<file path="src/sv/cbs_pkg.sv">
package cbs_pkg;

   localparam int PATTERN_LEN = 256;
   localparam int PTR_W       = $clog2(PATTERN_LEN);

   localparam int PHASE_W = 5;
   localparam int VPC_W   = 2;
   localparam int CNT_W   = 32;
   localparam int CSR_AW  = 3;
   localparam int CSR_DW  = 2;

   localparam logic [PHASE_W-1:0] PHASE_AFIB_BASE = PHASE_W'(5);
   localparam logic [PHASE_W-1:0] PHASE_VPC_GAP   = PHASE_W'(6);
   localparam logic [PHASE_W-1:0] PHASE_SINUS     = PHASE_W'(9);
   localparam logic [PHASE_W-1:0] PHASE_END_SHORT = PHASE_W'(13);
   localparam logic [PHASE_W-1:0] PHASE_END_MID   = PHASE_W'(16);
   localparam logic [PHASE_W-1:0] PHASE_END_LONG  = PHASE_W'(19);

   typedef enum logic [1:0] {
      CMD_PULSE   = 2'd0,
      CMD_BREATH  = 2'd1,
      CMD_PATTERN = 2'd2,
      CMD_SPARE   = 2'd3
   } cmd_type;

   typedef enum logic [1:0] {
      EV_NONE   = 2'd0,
      EV_SINUS  = 2'd1,
      EV_VPC    = 2'd2,
      EV_BREATH = 2'd3
   } event_type;

   typedef enum logic [CSR_AW-1:0] {
      CSR_PULSE_ACTIVE  = 3'd0,
      CSR_BREATH_ACTIVE = 3'd1,
      CSR_VPC_ENABLE    = 3'd2,
      CSR_VPC_RUN_LEN   = 3'd3,
      CSR_AFIB_MODE     = 3'd4
   } csr_index_type;

   localparam logic [VPC_W-1:0] RUN_LEN_MID  = VPC_W'(2);
   localparam logic [VPC_W-1:0] RUN_LEN_LONG = VPC_W'(3);

endpackage

</file>
<file path="src/sv/cardiac_beat_sequencer_core.sv">
// Heart and breath rhythm sequencer. One beat on req_ gives exactly one beat on
// rsp_, and a beat is taken every cycle while the result register is empty or
// being drained: all work is one pass from the accepted beat to the result
// register. Pulse ticks count down the phase and, at expiry, emit a sinus or a
// premature beat; breath ticks count breaths; pattern writes fill the 1-bit
// store. The store entry for the next sinus cycle is prefetched into a register,
// with writes to that entry forwarded, so no tick waits on it.
// Configuration must be written only while no beat is in flight.
module cardiac_beat_sequencer_core (
   input  logic        clock,
   input  logic        reset,
   input  logic        req_tvalid,
   output logic        req_tready,
   // [0] cpr_running, [1] shock_active, [5:2] afib_offset, [13:6] pattern_slot,
   // [14] pattern_bit, [15] zero
   input  logic [15:0] req_tdata,
   // [1:0] cmd
   input  logic [1:0]  req_tuser,
   output logic        rsp_tvalid,
   input  logic        rsp_tready,
   // [31:0] sinus_total, [63:32] vpc_total, [95:64] breath_total
   output logic [95:0] rsp_tdata,
   // [1:0] event_res
   output logic [1:0]  rsp_tuser,
   input  logic                       csr_we,
   input  logic [cbs_pkg::CSR_AW-1:0] csr_addr,
   input  logic [cbs_pkg::CSR_DW-1:0] csr_wdata
);

   logic                         pulse_active_ff;
   logic                         breath_active_ff;
   logic                         vpc_enable_ff;
   logic [cbs_pkg::VPC_W-1:0]    vpc_run_len_ff;
   logic                         afib_mode_ff;

   logic [cbs_pkg::PHASE_W-1:0]  phase_ff, phase_in;
   logic [cbs_pkg::VPC_W-1:0]    vpc_left_ff, vpc_left_in;
   logic [cbs_pkg::PTR_W-1:0]    ptr_ff, ptr_in;
   logic [cbs_pkg::CNT_W-1:0]    sinus_ff, sinus_in;
   logic [cbs_pkg::CNT_W-1:0]    vpc_cnt_ff, vpc_cnt_in;
   logic [cbs_pkg::CNT_W-1:0]    breath_ff, breath_in;
   logic                         peek_ff;

   logic                         rsp_valid_ff;
   cbs_pkg::event_type           ev_ff, ev_in;

   logic                         pat_mem [cbs_pkg::PATTERN_LEN];
   logic [cbs_pkg::PATTERN_LEN-1:0] pat_vld_ff;

   logic                         accept;
   cbs_pkg::cmd_type             cmd;
   logic                         cpr;
   logic                         shock;
   logic [3:0]                   offset;
   logic [7:0]                   slot;
   logic                         pbit;
   logic                         wr_en;
   logic [cbs_pkg::PTR_W-1:0]    wr_addr;
   logic [cbs_pkg::PTR_W-1:0]    rd_addr;

   assign req_tready = !rsp_valid_ff || rsp_tready;
   assign accept     = req_tvalid && req_tready;

   assign cmd    = cbs_pkg::cmd_type'(req_tuser);
   assign cpr    = req_tdata[0];
   assign shock  = req_tdata[1];
   assign offset = req_tdata[5:2];
   assign slot   = req_tdata[13:6];
   assign pbit   = req_tdata[14];

   assign wr_en   = accept && (cmd == cbs_pkg::CMD_PATTERN)
                    && (32'(slot) < cbs_pkg::PATTERN_LEN);
   assign wr_addr = cbs_pkg::PTR_W'(slot);
   assign rd_addr = (32'(ptr_in) == cbs_pkg::PATTERN_LEN - 1) ?
                    '0 : ptr_in + cbs_pkg::PTR_W'(1);

   always_comb begin
      phase_in    = phase_ff;
      vpc_left_in = vpc_left_ff;
      ptr_in      = ptr_ff;
      sinus_in    = sinus_ff;
      vpc_cnt_in  = vpc_cnt_ff;
      breath_in   = breath_ff;
      ev_in       = cbs_pkg::EV_NONE;
      if (accept) begin
         case (cmd)
            cbs_pkg::CMD_PULSE: begin
               if (!cpr && !shock && pulse_active_ff) begin
                  if (phase_ff != '0) begin
                     phase_in = phase_ff - cbs_pkg::PHASE_W'(1);
                  end else if (vpc_left_ff != '0) begin
                     ev_in       = cbs_pkg::EV_VPC;
                     vpc_cnt_in  = vpc_cnt_ff + cbs_pkg::CNT_W'(1);
                     vpc_left_in = vpc_left_ff - cbs_pkg::VPC_W'(1);
                     if (vpc_left_ff != cbs_pkg::VPC_W'(1)) begin
                        phase_in = cbs_pkg::PHASE_VPC_GAP;
                     end else if (vpc_run_len_ff == cbs_pkg::RUN_LEN_MID) begin
                        phase_in = cbs_pkg::PHASE_END_MID;
                     end else if (vpc_run_len_ff == cbs_pkg::RUN_LEN_LONG) begin
                        phase_in = cbs_pkg::PHASE_END_LONG;
                     end else begin
                        phase_in = cbs_pkg::PHASE_END_SHORT;
                     end
                  end else begin
                     ev_in    = cbs_pkg::EV_SINUS;
                     sinus_in = sinus_ff + cbs_pkg::CNT_W'(1);
                     if (afib_mode_ff) begin
                        phase_in = cbs_pkg::PHASE_AFIB_BASE
                                   + cbs_pkg::PHASE_W'(offset);
                     end else if (vpc_enable_ff) begin
                        ptr_in = (32'(ptr_ff) == cbs_pkg::PATTERN_LEN - 1) ?
                                 '0 : ptr_ff + cbs_pkg::PTR_W'(1);
                        if (peek_ff) begin
                           vpc_left_in = vpc_run_len_ff;
                           phase_in    = cbs_pkg::PHASE_VPC_GAP;
                        end else begin
                           phase_in = cbs_pkg::PHASE_SINUS;
                        end
                     end else begin
                        phase_in = cbs_pkg::PHASE_SINUS;
                     end
                  end
               end
            end
            cbs_pkg::CMD_BREATH: begin
               if (!cpr && breath_active_ff) begin
                  ev_in     = cbs_pkg::EV_BREATH;
                  breath_in = breath_ff + cbs_pkg::CNT_W'(1);
               end
            end
            default: begin
               ev_in = cbs_pkg::EV_NONE;
            end
         endcase
      end
   end

   always_ff @(posedge clock) begin
      if (reset) begin
         pulse_active_ff  <= 1'b0;
         breath_active_ff <= 1'b0;
         vpc_enable_ff    <= 1'b0;
         vpc_run_len_ff   <= '0;
         afib_mode_ff     <= 1'b0;
      end else if (csr_we) begin
         case (csr_addr)
            cbs_pkg::CSR_PULSE_ACTIVE:  pulse_active_ff  <= csr_wdata[0];
            cbs_pkg::CSR_BREATH_ACTIVE: breath_active_ff <= csr_wdata[0];
            cbs_pkg::CSR_VPC_ENABLE:    vpc_enable_ff    <= csr_wdata[0];
            cbs_pkg::CSR_VPC_RUN_LEN:   vpc_run_len_ff   <= csr_wdata[cbs_pkg::VPC_W-1:0];
            cbs_pkg::CSR_AFIB_MODE:     afib_mode_ff     <= csr_wdata[0];
            default: begin
            end
         endcase
      end
   end

   always_ff @(posedge clock) begin
      if (reset) begin
         phase_ff     <= '0;
         vpc_left_ff  <= '0;
         ptr_ff       <= '0;
         sinus_ff     <= '0;
         vpc_cnt_ff   <= '0;
         breath_ff    <= '0;
         rsp_valid_ff <= 1'b0;
         ev_ff        <= cbs_pkg::EV_NONE;
      end else begin
         phase_ff    <= phase_in;
         vpc_left_ff <= vpc_left_in;
         ptr_ff      <= ptr_in;
         sinus_ff    <= sinus_in;
         vpc_cnt_ff  <= vpc_cnt_in;
         breath_ff   <= breath_in;
         if (accept) begin
            rsp_valid_ff <= 1'b1;
            ev_ff        <= ev_in;
         end else if (rsp_tready) begin
            rsp_valid_ff <= 1'b0;
         end
      end
   end

   // prefetch the entry after the pointer, forwarding a write to it
   always_ff @(posedge clock) begin
      if (reset) begin
         pat_vld_ff <= '0;
         peek_ff    <= 1'b0;
      end else begin
         if (wr_en) begin
            pat_vld_ff[wr_addr] <= 1'b1;
         end
         if (wr_en && (wr_addr == rd_addr)) begin
            peek_ff <= pbit;
         end else begin
            peek_ff <= pat_vld_ff[rd_addr] && pat_mem[rd_addr];
         end
      end
   end

   always_ff @(posedge clock) begin
      if (wr_en) begin
         pat_mem[wr_addr] <= pbit;
      end
   end

   assign rsp_tvalid = rsp_valid_ff;
   assign rsp_tuser  = ev_ff;
   assign rsp_tdata  = {breath_ff, vpc_cnt_ff, sinus_ff};

endmodule

</file>
<file path="config.mk">
export PLATFORM = sky130hd
export DESIGN_NAME = cardiac_beat_sequencer_core
export DESIGN_NICKNAME = d
export VERILOG_FILES = /design/src/sv/cbs_pkg.sv /design/src/sv/cardiac_beat_sequencer_core.sv
export SDC_FILE = /design/constraint.sdc
export NUM_CORES = 1
export LEC_CHECK = 0
export ABC_CLOCK_PERIOD_IN_PS = 7820
export BUFFER_PORTS_ARGS = -buffer_cell sky130_fd_sc_hd__buf_2
export CAP_MARGIN = 10
export CORE_UTILIZATION = 35
export DETAILED_ROUTE_END_ITERATION = 6
export HOLD_SLACK_MARGIN = 0.06
export SYNTH_ARGS = -nofsm -noshare
export SYNTH_HDL_FRONTEND = slang
export SYNTH_SLANG_ARGS = --single-unit
</file>
<file path="constraint.sdc">
create_clock -name clock -period 7.82 [get_ports clock]
set_input_delay 0.391 -clock clock [delete_from_list [all_inputs] [get_ports clock]]
set_output_delay 0.391 -clock clock [all_outputs]
set_load 0.005 [all_outputs]
</file>
Word level (Yosys, flattened, before mapping)
Memories as Yosys holds them, arrays and structs flattened.
Cells that the tools add are included.

cells by class
  div/mod/pow operators = 0
  equal/unequal tests = 13
  $lt $le $gt $ge = 3
  bitwise operators = 3
  shift operators = 0
  reduce and logical (&&, ||, !) cells = 29
  $mul = 0
  add/sub/neg operators = 8
  muxes and demuxes = 35

operators with widths
  kind                                                                count
  bitwise OR 256 bit                                                  1
  adder 32 x 1 -> 32 bit (second input constant)                      3
  two-way mux 8 bit                                                   9
  two-way mux 5 bit                                                   7
  less-than comparator 8 x 9 -> 1 bit (second input constant)         2
  adder 8 x 1 -> 8 bit (second input constant)                        2
  == test 8 bit (second input constant)                               2
  two-way mux 2 bit                                                   8
  AND reduction 2 bit                                                 5
  AND reduction 5 bit                                                 2
  binary-select mux 1 bit (select 8 bit)                              1
  demux 1 bit (select 8 bit)                                          1
  == test 8 bit                                                       1
  greater-or-equal comparator 8 x 1 -> 1 bit (second input constant)  1
  logical AND 1 bit                                                   8
  nonzero test 2 bit                                                  4
  two-way mux 1 bit                                                   7
  AND reduction 7 bit                                                 1
  == test 2 bit (second input constant)                               3
  == test 3 x 2 -> 1 bit (second input constant)                      2
  AND reduction 3 bit                                                 2
  adder 3 x 4 -> 5 bit (first input constant)                         1
  nonzero test 5 bit                                                  1
  subtractor 5 x 1 -> 5 bit (second input constant)                   1
  other kinds (12)                                                    16

storage, ports and cells
  memory bits (writable) = 256
  output and inout bits = 100
  input bits = 28
  memory bits (read-only) = 0
  word-level logic and storage cells = 107
  bits in latches = 0
  register bits = 377
  memories kept = 1

memories
  memory   depth  width  rd ports  clocked after Yosys merged registers in  wr ports  RTL line                           source
  pat_mem  256    1      1         0                                        1         cardiac_beat_sequencer_core.sv:47  logic pat_mem [cbs_pkg::PATTERN_LEN];

Logic depth before layout (Yosys ltp)
Gate-level depths: netlist of run 1.

  depth after elaboration = 15
  mapped depth = 24
  mapped depth without buffers = 17

Least setup slack after synthesis of run 1
Ideal clock, no wire load.

  path type = reg-to-reg
  start = register phase_ff[0] (netlist name)
  end = register peek_ff
  period minus slack after synthesis = 4.922 ns
  library setup time = 0.069 ns
  required time = 7.751 ns
  cell stages (with the launch flop) = 25
  arrival time = 4.853 ns
  slack = 2.898 ns
  buffers on the path = 7
  cell sequence = dfxtp_1 > inv_1 > ha_1 > or4b_4 > nor2_1 > nand2_1 > mux2i_2 > clkinv_2 > buf_6 > buf_6 > buf_4 > buf_2 > ha_1 > xnor3_1 > buf_2 > buf_2 > buf_2 > nand3_1 > o211ai_1 > nand3_1 > a211oi_1 > a211oi_1 > a211oi_1 > o211ai_1 > o21ai_1

between the ends
  cells in the longest elaborated chain, start to end = 11
  elaborated cells between the ends (all ways) = 15
  those cells by class = 1 x add/sub; 2 x eq/ne; 8 x mux; 3 x reduce/logical; 1 x memory

ends and longest elaborated chain
  element                                                       RTL line                                                              source
  from (decl)                                                   cardiac_beat_sequencer_core.sv:36                                     logic [cbs_pkg::PHASE_W-1:0] phase_ff, phase_in;
  from (signal assigned)                                        cardiac_beat_sequencer_core.sv:169                                    phase_ff <= phase_in;
  nonzero test 5 bit (*)                                        cardiac_beat_sequencer_core.sv:89                                     if (phase_ff != '0) begin
  two-way mux 8 bit (*)                                         cardiac_beat_sequencer_core.sv:89
  two-way mux 8 bit (*)                                         cardiac_beat_sequencer_core.sv:88                                     if (!cpr && !shock && pulse_active_ff) begin
  two-way mux 8 bit (*)                                         cardiac_beat_sequencer_core.sv:86                                     case (cmd)
  two-way mux 8 bit (*)                                         cardiac_beat_sequencer_core.sv:85                                     if (accept) begin
  named net ptr_in (one bit)                                    cardiac_beat_sequencer_core.sv:38                                     logic [cbs_pkg::PTR_W-1:0] ptr_ff, ptr_in;
  adder 8 x 1 -> 8 bit / == test 8 bit (equally long branches)  cardiac_beat_sequencer_core.sv:75, cardiac_beat_sequencer_core.sv:74
  two-way mux 8 bit (*)                                         cardiac_beat_sequencer_core.sv:74                                     assign rd_addr = (32'(ptr_in) == cbs_pkg::PATTERN_LEN - 1) ?
  binary-select mux 1 bit (select 8 bit)                        cardiac_beat_sequencer_core.sv:196                                    peek_ff <= pat_vld_ff[rd_addr] && pat_mem[rd_addr];
  two-way mux 1 bit (implied by the code)                       cardiac_beat_sequencer_core.sv:196
  logical AND 1 bit                                             cardiac_beat_sequencer_core.sv:196
  two-way mux 1 bit (*)                                         cardiac_beat_sequencer_core.sv:193                                    if (wr_en && (wr_addr == rd_addr)) begin
  to (signal assigned)                                          cardiac_beat_sequencer_core.sv:194                                    peek_ff <= pbit;
  to (signal assigned)                                          cardiac_beat_sequencer_core.sv:196
  to (decl)                                                     cardiac_beat_sequencer_core.sv:42                                     logic peek_ff;

The timed path passes the listed nets; every way through them passes the cells marked *. The select of a mux whose other input is x is not followed.
A chain may end at the register's enable or synchronous reset.

Worst setup path in the final report of run 1
  start = register phase_ff[0] (netlist name)
  end = register peek_ff

between the ends
  cells in the longest elaborated chain, start to end = 11
  elaborated cells between the ends (all ways) = 15
  those cells by class = 1 x add/sub; 2 x eq/ne; 8 x mux; 3 x reduce/logical; 1 x memory

ends and longest elaborated chain
  element                                                       RTL line
  nonzero test 5 bit (*)                                        cardiac_beat_sequencer_core.sv:89
  two-way mux 8 bit (*)                                         cardiac_beat_sequencer_core.sv:89
  two-way mux 8 bit (*)                                         cardiac_beat_sequencer_core.sv:88
  two-way mux 8 bit (*)                                         cardiac_beat_sequencer_core.sv:86
  two-way mux 8 bit (*)                                         cardiac_beat_sequencer_core.sv:85
  adder 8 x 1 -> 8 bit / == test 8 bit (equally long branches)  cardiac_beat_sequencer_core.sv:75, cardiac_beat_sequencer_core.sv:74
  two-way mux 8 bit (*)                                         cardiac_beat_sequencer_core.sv:74
  binary-select mux 1 bit (select 8 bit)                        cardiac_beat_sequencer_core.sv:196
  two-way mux 1 bit (implied by the code)                       cardiac_beat_sequencer_core.sv:196
  logical AND 1 bit                                             cardiac_beat_sequencer_core.sv:196
  two-way mux 1 bit (*)                                         cardiac_beat_sequencer_core.sv:193

Every way passes the cells marked *; elsewhere a longest branch is shown, timed or not. The select of a mux whose other input is x is not followed.

==> flow_results.xml, run 1 <==
<?xml version="1.0" encoding="UTF-8"?>
<metrics>
  <group name="run_status">
    <metric name="status" unit="">finished, final reports clean</metric>
  </group>
  <group name="floorplanning">
    <metric name="core_region_area" unit="mm2">0.0716</metric>
    <metric name="die-area" unit="mm2">0.0737</metric>
    <metric name="fp-row-count" unit="">98</metric>
    <metric name="dieHeight" unit="um">271</metric>
    <metric name="chipWidth" unit="um">271</metric>
    <metric name="io_pins" unit="">128</metric>
    <metric name="floorplan.initialDensity" unit="%">35.5</metric>
  </group>
  <group name="timing">
    <metric name="setup_viol" unit="">0</metric>
    <metric name="worst_slew_pin_slew" unit="ns">1.25</metric>
    <metric name="hold_viol_final" unit="">0</metric>
    <metric name="max_clock_freq" unit="MHz">173</metric>
    <metric name="worst_clock_skew" unit="ns">0.0177</metric>
    <metric name="grt_setup_unrepaired" unit="">false</metric>
    <metric name="finalSetupTns" unit="ns">0</metric>
    <metric name="number_of_max_slew_violations_in_the_final_report" unit="">0</metric>
    <metric name="layout_setup_ws" unit="ns">2.03</metric>
    <metric name="final_critical_path_time_including_i_o_delays_and_setup" unit="ns">5.79</metric>
    <metric name="slew_headroom" unit="%">16.8</metric>
    <metric name="final.period_utilization" unit="%">74.0</metric>
  </group>
  <group name="placed_design">
    <metric name="hpwl" unit="um">40100</metric>
    <metric name="place_ws" unit="ns">1.99</metric>
    <metric name="port-buffer-count" unit="">126</metric>
    <metric name="finalWeightedCongestion" unit="">0.824</metric>
  </group>
  <group name="critical_path">
    <metric name="cpPeakStageDelay" unit="ns">0.80</metric>
    <metric name="worst_path_most_repeated_cell" unit="">sky130_fd_sc_hd__mux2i_1</metric>
    <metric name="worstReg2RegEnd" unit="">peek_ff</metric>
    <metric name="cp-end-kind" unit="">flop</metric>
    <metric name="critPathArrivalTime" unit="ns">6.27</metric>
    <metric name="r2r_slack" unit="ns">2.03</metric>
    <metric name="critical_path.reg2reg.startpoint" unit="">phase_ff[0]</metric>
    <metric name="worst-r2r-cell-count" unit="">17</metric>
    <metric name="critPathLaunchType" unit="">flop</metric>
    <metric name="worstPathMaxFanout" unit="">56</metric>
    <metric name="cp_bufs_invs" unit="">4</metric>
    <metric name="setup.worst_path.class" unit="">flop to flop</metric>
    <metric name="worstSetupPathDepth" unit="">17</metric>
    <metric name="cpLargestDelayFamily" unit="">buffers and inverters</metric>
    <metric name="crit_path_top_delay_cell" unit="">sky130_fd_sc_hd__buf_4</metric>
    <metric name="crit_path_cell_trace" unit="">inv_1 &gt; ha_1 &gt; nor4b_4 &gt; nand2_2 &gt; nor4_4 &gt; mux2i_4 &gt; inv_4 &gt; buf_4 &gt; buf_4 &gt; mux2i_1 &gt; mux4_2 &gt; mux2i_1 &gt; mux2i_1 &gt; mux2i_1 &gt; a211oi_1 &gt; o211ai_1 &gt; o21ai_1</metric>
    <metric name="required" unit="ns">8.30</metric>
  </group>
  <group name="power_and_ir_drop">
    <metric name="vdd_drop_max" unit="mV">0.134</metric>
    <metric name="switching_share" unit="%">20.5</metric>
    <metric name="clockPowerShare" unit="%">49.5</metric>
    <metric name="powerDensity" unit="mW/mm2">239</metric>
    <metric name="power.leakage" unit="nW">10.1</metric>
    <metric name="p_int" unit="mW">5.60</metric>
    <metric name="comb_power_share" unit="%">1.8</metric>
    <metric name="total_switching_power" unit="mW">1.44</metric>
    <metric name="share_seq_of_total_power" unit="%">48.8</metric>
  </group>
  <group name="final_layout">
    <metric name="drive_gt1_share" unit="%">12.3</metric>
    <metric name="layout.cells.most_common" unit="">sky130_fd_sc_hd__nor2_1</metric>
    <metric name="synthToLayoutAreaGrowth" unit="%">15.8</metric>
    <metric name="post-route-util" unit="%">41.1</metric>
    <metric name="layout.cells.most_common_list" unit="">sky130_fd_sc_hd__nor2_1, sky130_fd_sc_hd__dfxtp_1, sky130_fd_sc_hd__edfxtp_1, sky130_fd_sc_hd__nand2_1, sky130_fd_sc_hd__buf_2</metric>
    <metric name="num-nets-final" unit="">2693</metric>
    <metric name="nFillCells" unit="">6957</metric>
  </group>
  <group name="synthesis">
    <metric name="synthesis.instances" unit="">2555</metric>
    <metric name="synthesis.nets" unit="">2591</metric>
    <metric name="synth_cell_type_count" unit="">74</metric>
    <metric name="synth-edff-count" unit="">256</metric>
    <metric name="synth-warning-count" unit="">0</metric>
    <metric name="synthesis.area" unit="mm2">0.0254</metric>
    <metric name="sequential_to_total_area_share_from_yosys_stat" unit="%">60.0</metric>
    <metric name="asyncSetResetFlopFracSynth" unit="%">0</metric>
    <metric name="synth-main-ff-cell" unit="">sky130_fd_sc_hd__dfxtp_1</metric>
    <metric name="ys_seq_elements" unit="">633</metric>
    <metric name="post_synth.cell_area_avg" unit="um2">9.94</metric>
  </group>
  <group name="run">
    <metric name="cap_violations" unit="">0</metric>
  </group>
  <group name="detailed_routing">
    <metric name="post_drt_wl_per_cell" unit="um">18.0</metric>
    <metric name="routed_via_density" unit="">5.19</metric>
    <metric name="firstDrtPassIters" unit="">6</metric>
    <metric name="wirelength" unit="um">65800</metric>
    <metric name="post_route_antenna_net_violation_count" unit="">0</metric>
    <metric name="num_vias" unit="">19000</metric>
    <metric name="drcViolationCount" unit="">0</metric>
    <metric name="drt_iter0_markers" unit="">1548</metric>
  </group>
  <group name="clock_network">
    <metric name="clk_pin_slew_worst_paths" unit="ns">0.06</metric>
    <metric name="htree_num_levels" unit="">3</metric>
    <metric name="tritoncts_clock_tree" unit="">done</metric>
    <metric name="numClockSinks" unit="">633</metric>
    <metric name="postCtsResizedCells" unit="">0</metric>
    <metric name="clock_tree.root_cell" unit="">sky130_fd_sc_hd__clkbuf_16</metric>
    <metric name="maximum_buffer_depth_of_the_clock_tree" unit="">3</metric>
    <metric name="tritoncts.num_buffers" unit="">71</metric>
    <metric name="clock_latency" unit="ns">0.60</metric>
  </group>
  <group name="global_routing">
    <metric name="grt_pass1_vias" unit="">18700</metric>
    <metric name="global_route_wire_length_before_repair" unit="um">102000</metric>
    <metric name="congestion_overflow_gr" unit="">0</metric>
    <metric name="number_of_antenna_violations_at_the_first_check_in_global_routing" unit="">6</metric>
    <metric name="groute.usage.overall" unit="%">17.5</metric>
    <metric name="largest_net_degree_at_the_start_of_global_routing" unit="">140</metric>
  </group>
  <group name="hold_path">
    <metric name="holdPathEnd" unit="">afib_mode_ff</metric>
    <metric name="hp-start" unit="">csr_wdata[0]</metric>
    <metric name="hold_path_class" unit="">primary input to flop</metric>
    <metric name="min_delay_path_depth" unit="">3</metric>
  </group>
</metrics>
## metrics by stage
| step | hold WS, ns | area [um2] | power [mW] | cells |
|---|---|---|---|---|
| after floorplan | 0.432 | 25400 | 3.56 | 2555 |
| after global placement | 0.440 | 27000 | 3.63 | 3532 |
| after detailed placement | 0.450 | 27000 | 3.63 | 3532 |
| after CTS | 0.0714 | 29400 | 7.11 | 3662 |
| after global routing | 0.0931 | 29400 | 7.25 | 3663 |
| final | 0.0965 | 29400 | 7.04 | 3663 |
## kinds of logic (layout without fill, tap and decap cells)
logic type               Yosys count  in the layout  share of synthesized area, %
other                              0              1                             0
buffers and inverters            139            296                          2.32
AO/OA/AOI/OAI                    201            201                          5.62
XOR/XNOR                          93             93                          3.29
flip-flops                       633            633                          60.0
AND/OR/NAND/NOR                 1384           1384                          23.1
adder cells (fa/ha/maj)            8              8                         0.394
multiplexers                      97             97                          5.28
## power groups by stage
stage	clock network [mW]	registers [mW]	logic, mW
floorplan	0	3.50	0.0571
global placement	0	3.51	0.120
detailed placement	0	3.51	0.123
CTS	3.55	3.43	0.124
global route	3.68	3.43	0.132
finish	3.48	3.43	0.123
## layout make-up
cell class              instances  area (um2)  share of cell area [%]
repair buffers                155         870                    2.96
inverters                      13        51.3                   0.174
clock inverters                28         443                    1.51
well taps                     950        1190                    4.04
diodes                          1        2.50                 0.00851
multi-input cells            1783        9630                    32.8
clock buffers                 100        1990                    6.76
flip-flops and latches        633       15200                    51.8
## flip-flops by register name, indices dropped and copies added (netlist names)
signal and flops:
pat_vld_ff 256, sinus_ff 32, vpc_cnt_ff 32, ptr_ff 8, peek_ff 1, vpc_run_len_ff 2
afib_mode_ff 1, pat_mem 256, vpc_enable_ff 1, rsp_tuser 2, vpc_left_ff 2, breath_active_ff 1
breath_ff 32, pulse_active_ff 1, rsp_tvalid 1, phase_ff 5
## worst max path at each step
stage	slack, ns	to	from
6_report	2.03	peek_ff	phase_ff[0]
5_1_grt	1.67	peek_ff	phase_ff[0]
4_1_cts	2.02	peek_ff	phase_ff[0]
3_5_place_dp	1.99	peek_ff	req_tdata[0]
3_3_place_gp	2.07	peek_ff	req_tdata[0]
2_1_floorplan	2.90	peek_ff	phase_ff[0]
## worst min-delay path, cell delays in order
cell	delay, ns
sky130_fd_sc_hd__buf_2	0.13
sky130_fd_sc_hd__nand3_1	0.07
sky130_fd_sc_hd__a21oi_1	0.05
## per-layer routing
metal  up-vias  global-route usage, %  routed length (um)
met5         -                      0                  55
met4        10                   6.06                1950
met3       145                   4.10                4420
met2       569                   28.8               30600
met1      9309                   22.4               28800
li1       8980                      -                   -
## cell usage after synthesis (all sizes together), types with 29 or more instances
master,number,area share [%]
mux4,29,2.6
nor2,861,13
xor2,63,2.2
nand3,111,2.2
clkbuf,99,1.5
a21oi,48,0.96
mux2i,64,2.5
o21ai,34,0.68
dfxtp,377,30
nand2,227,3.4
edfxtp,256,30
xnor2,29,1.0
and3,45,1.1
## repair_timing
item	CTS	global route
endpoints found under the hold margin	2	0
setup buffers	0	0
hold buffers	2	0
(Power assumes the default switching activity.)
==> run 2, diff against run 1 <==
ABC_CLOCK_PERIOD_IN_PS = 5300   (was 7820)
clock period = 5.3 ns   (was 7.82 ns; I/O delays follow)
==> run 2 against run 1 <==
Combinational power is 52% higher. Worst setup slack worse by 1.4 ns. Global-route usage hardly changed. Count of clock-buffer cells in the layout is 1 lower. Die area stayed put.
==> flow_results.xml, run 2 (synthesis gave the netlist of run 1 again) <==
<?xml version="1.0" encoding="UTF-8"?>
<metrics>
  <group name="run_status">
    <metric name="status" unit="">finished, final reports clean</metric>
  </group>
  <group name="clock_network">
    <metric name="post_cts_buffers" unit="">0</metric>
    <metric name="clock_latency" unit="ns">0.62</metric>
    <metric name="clk_pin_slew_worst_paths" unit="ns">0.06</metric>
    <metric name="tritoncts_clock_tree" unit="">done</metric>
    <metric name="htree_num_levels" unit="">3</metric>
    <metric name="tritoncts.num_buffers" unit="">71</metric>
    <metric name="clock_tree.root_cell" unit="">sky130_fd_sc_hd__clkbuf_16</metric>
    <metric name="numClockSinks" unit="">633</metric>
    <metric name="maximum_buffer_depth_of_the_clock_tree" unit="">3</metric>
  </group>
  <group name="detailed_routing">
    <metric name="routed_via_density" unit="">5.14</metric>
    <metric name="num_vias" unit="">18900</metric>
    <metric name="wirelength" unit="um">65100</metric>
    <metric name="post_drt_wl_per_cell" unit="um">17.7</metric>
    <metric name="drt_iter0_markers" unit="">1553</metric>
    <metric name="firstDrtPassIters" unit="">6</metric>
    <metric name="drcViolationCount" unit="">0</metric>
    <metric name="post_route_antenna_net_violation_count" unit="">0</metric>
  </group>
  <group name="critical_path">
    <metric name="critPathArrivalTime" unit="ns">5.19</metric>
    <metric name="worstPathMaxFanout" unit="">15</metric>
    <metric name="setup.worst_path.class" unit="">flop to flop</metric>
    <metric name="required" unit="ns">5.78</metric>
    <metric name="r2r_slack" unit="ns">0.59</metric>
    <metric name="critPathLaunchType" unit="">flop</metric>
    <metric name="cp-end-kind" unit="">flop</metric>
  </group>
  <group name="final_layout">
    <metric name="layout.cells.most_common_list" unit="">sky130_fd_sc_hd__nor2_1, sky130_fd_sc_hd__dfxtp_1, sky130_fd_sc_hd__edfxtp_1, sky130_fd_sc_hd__nand2_1, sky130_fd_sc_hd__buf_2</metric>
    <metric name="synthToLayoutAreaGrowth" unit="%">16.8</metric>
    <metric name="post-route-util" unit="%">41.4</metric>
    <metric name="largest_registers" unit="">pat_mem: 256 flops, pat_vld_ff: 256 flops</metric>
    <metric name="multi_input_area" unit="mm2">0.00963</metric>
    <metric name="nFillCells" unit="">6896</metric>
    <metric name="layout.cells.most_common" unit="">sky130_fd_sc_hd__nor2_1</metric>
    <metric name="area.sequential" unit="mm2">0.0152</metric>
    <metric name="num-nets-final" unit="">2712</metric>
    <metric name="drive_gt1_share" unit="%">13.2</metric>
  </group>
  <group name="floorplanning">
    <metric name="core_region_area" unit="mm2">0.0716</metric>
    <metric name="chipWidth" unit="um">271</metric>
    <metric name="dieHeight" unit="um">271</metric>
    <metric name="fp-row-count" unit="">98</metric>
    <metric name="floorplan.initialDensity" unit="%">35.5</metric>
    <metric name="io_pins" unit="">128</metric>
    <metric name="die-area" unit="mm2">0.0737</metric>
  </group>
  <group name="global_routing">
    <metric name="congestion_overflow_gr" unit="">0</metric>
    <metric name="global_route_wire_length_before_repair" unit="um">102000</metric>
    <metric name="grt_pass1_vias" unit="">18500</metric>
    <metric name="largest_net_degree_at_the_start_of_global_routing" unit="">159</metric>
    <metric name="number_of_antenna_violations_at_the_first_check_in_global_routing" unit="">5</metric>
    <metric name="groute.usage.overall" unit="%">17.5</metric>
  </group>
  <group name="power_and_ir_drop">
    <metric name="powerDensity" unit="mW/mm2">350</metric>
    <metric name="power.leakage" unit="nW">10.2</metric>
    <metric name="fin_total_pwr" unit="mW">10.4</metric>
    <metric name="vdd_drop_max" unit="mV">0.254</metric>
  </group>
  <group name="timing">
    <metric name="grt_setup_unrepaired" unit="">false</metric>
    <metric name="setup_viol" unit="">0</metric>
    <metric name="slew_headroom" unit="%">22.0</metric>
    <metric name="worst_clock_skew" unit="ns">0.0272</metric>
    <metric name="max_clock_freq" unit="MHz">212</metric>
    <metric name="final_critical_path_time_including_i_o_delays_and_setup" unit="ns">4.71</metric>
    <metric name="finalSetupTns" unit="ns">0</metric>
    <metric name="layout_setup_ws" unit="ns">0.586</metric>
    <metric name="final.period_utilization" unit="%">89.0</metric>
    <metric name="hold_viol_final" unit="">0</metric>
    <metric name="number_of_max_slew_violations_in_the_final_report" unit="">0</metric>
    <metric name="post_route_worst_hold_slack" unit="ns">0.109</metric>
    <metric name="worst_slew_pin_slew" unit="ns">1.17</metric>
  </group>
  <group name="placed_design">
    <metric name="hpwl" unit="um">40000</metric>
    <metric name="finalWeightedCongestion" unit="">0.862</metric>
    <metric name="place_ws" unit="ns">0.668</metric>
    <metric name="port-buffer-count" unit="">126</metric>
  </group>
  <group name="run">
    <metric name="cap_violations" unit="">0</metric>
  </group>
  <group name="hold_path">
    <metric name="hold_path_class" unit="">primary input to flop</metric>
  </group>
</metrics>
==> run 2: changes by cell type in the layout (fill, tap and decap cells not counted), sizes merged <==
cell and delta:
clkbuf -1, inv -2, clkinvlp +2, diode +2, buf +11, dlygate4sd3 +8, bufinv -3, clkinv +5
==> run 2: cell type report <==
cell class	count	area share, %
antenna	3	0.0253
clock buffer	99	6.99
clock inverter	30	1.34
inverter	13	0.173
multi-input combinational	1783	32.5
sequential	633	51.3
tap	950	4.01
timing repair buffer	174	3.65
==> run 2: layer usage <==
layer	global-route usage [%]	part of all wire, %
met1	22.7	44
met2	29.4	47
met4	4.98	2.2
met3	3.57	7.1
met5	0	0.057
==> run 2: repair_timing <==
item,CTS,global route
resized for setup,0,0
hold buffers,10,0
endpoints found under the hold margin,9,0
setup endpoints to repair,0,0
==> run 2: where the power goes <==
group	internal [mW]	total [mW]	leakage, nW	switching [mW]
logic	0.0356	0.187	3.66	0.152
registers	5.06	5.07	5.34	0.00250
clock network	3.14	5.12	1.21	1.98
==> run 2: worst paths after layout <==
kind | cells past startpoint | startpoint | end
max reg2reg | 17 | phase_ff[0] | peek_ff
min | 4 | req_tdata[2] | phase_ff[0]
min reg2reg | 2 | pat_vld_ff[8] | pat_vld_ff[8]
max | 17 | phase_ff[0] | peek_ff
==> run 2: through the flow <==
stage	std cells	cell area [um2]
2_1_floorplan	2555	25400
3_3_place_gp	3543	27100
3_5_place_dp	3543	27100
4_1_cts	3682	29700
5_1_grt	3682	29700
6_report	3685	29700
==> run 2: critical path, cell delays in order, from the launching register on <==
cell                       delay, ns
sky130_fd_sc_hd__dfxtp_1        0.33
sky130_fd_sc_hd__inv_1          0.09
sky130_fd_sc_hd__ha_1           0.19
sky130_fd_sc_hd__or4b_4         0.52
sky130_fd_sc_hd__nor2_1         0.29
sky130_fd_sc_hd__nand2_1        0.19
sky130_fd_sc_hd__mux2i_4        0.22
sky130_fd_sc_hd__inv_4          0.07
sky130_fd_sc_hd__ha_4           0.18
sky130_fd_sc_hd__xnor3_2        0.53
sky130_fd_sc_hd__buf_4          0.30
sky130_fd_sc_hd__mux4_2         0.55
sky130_fd_sc_hd__mux2_2         0.33
sky130_fd_sc_hd__nor3_1         0.18
sky130_fd_sc_hd__a21oi_1        0.06
sky130_fd_sc_hd__and4b_1        0.23
sky130_fd_sc_hd__o211ai_1       0.23
sky130_fd_sc_hd__o21ai_1        0.10
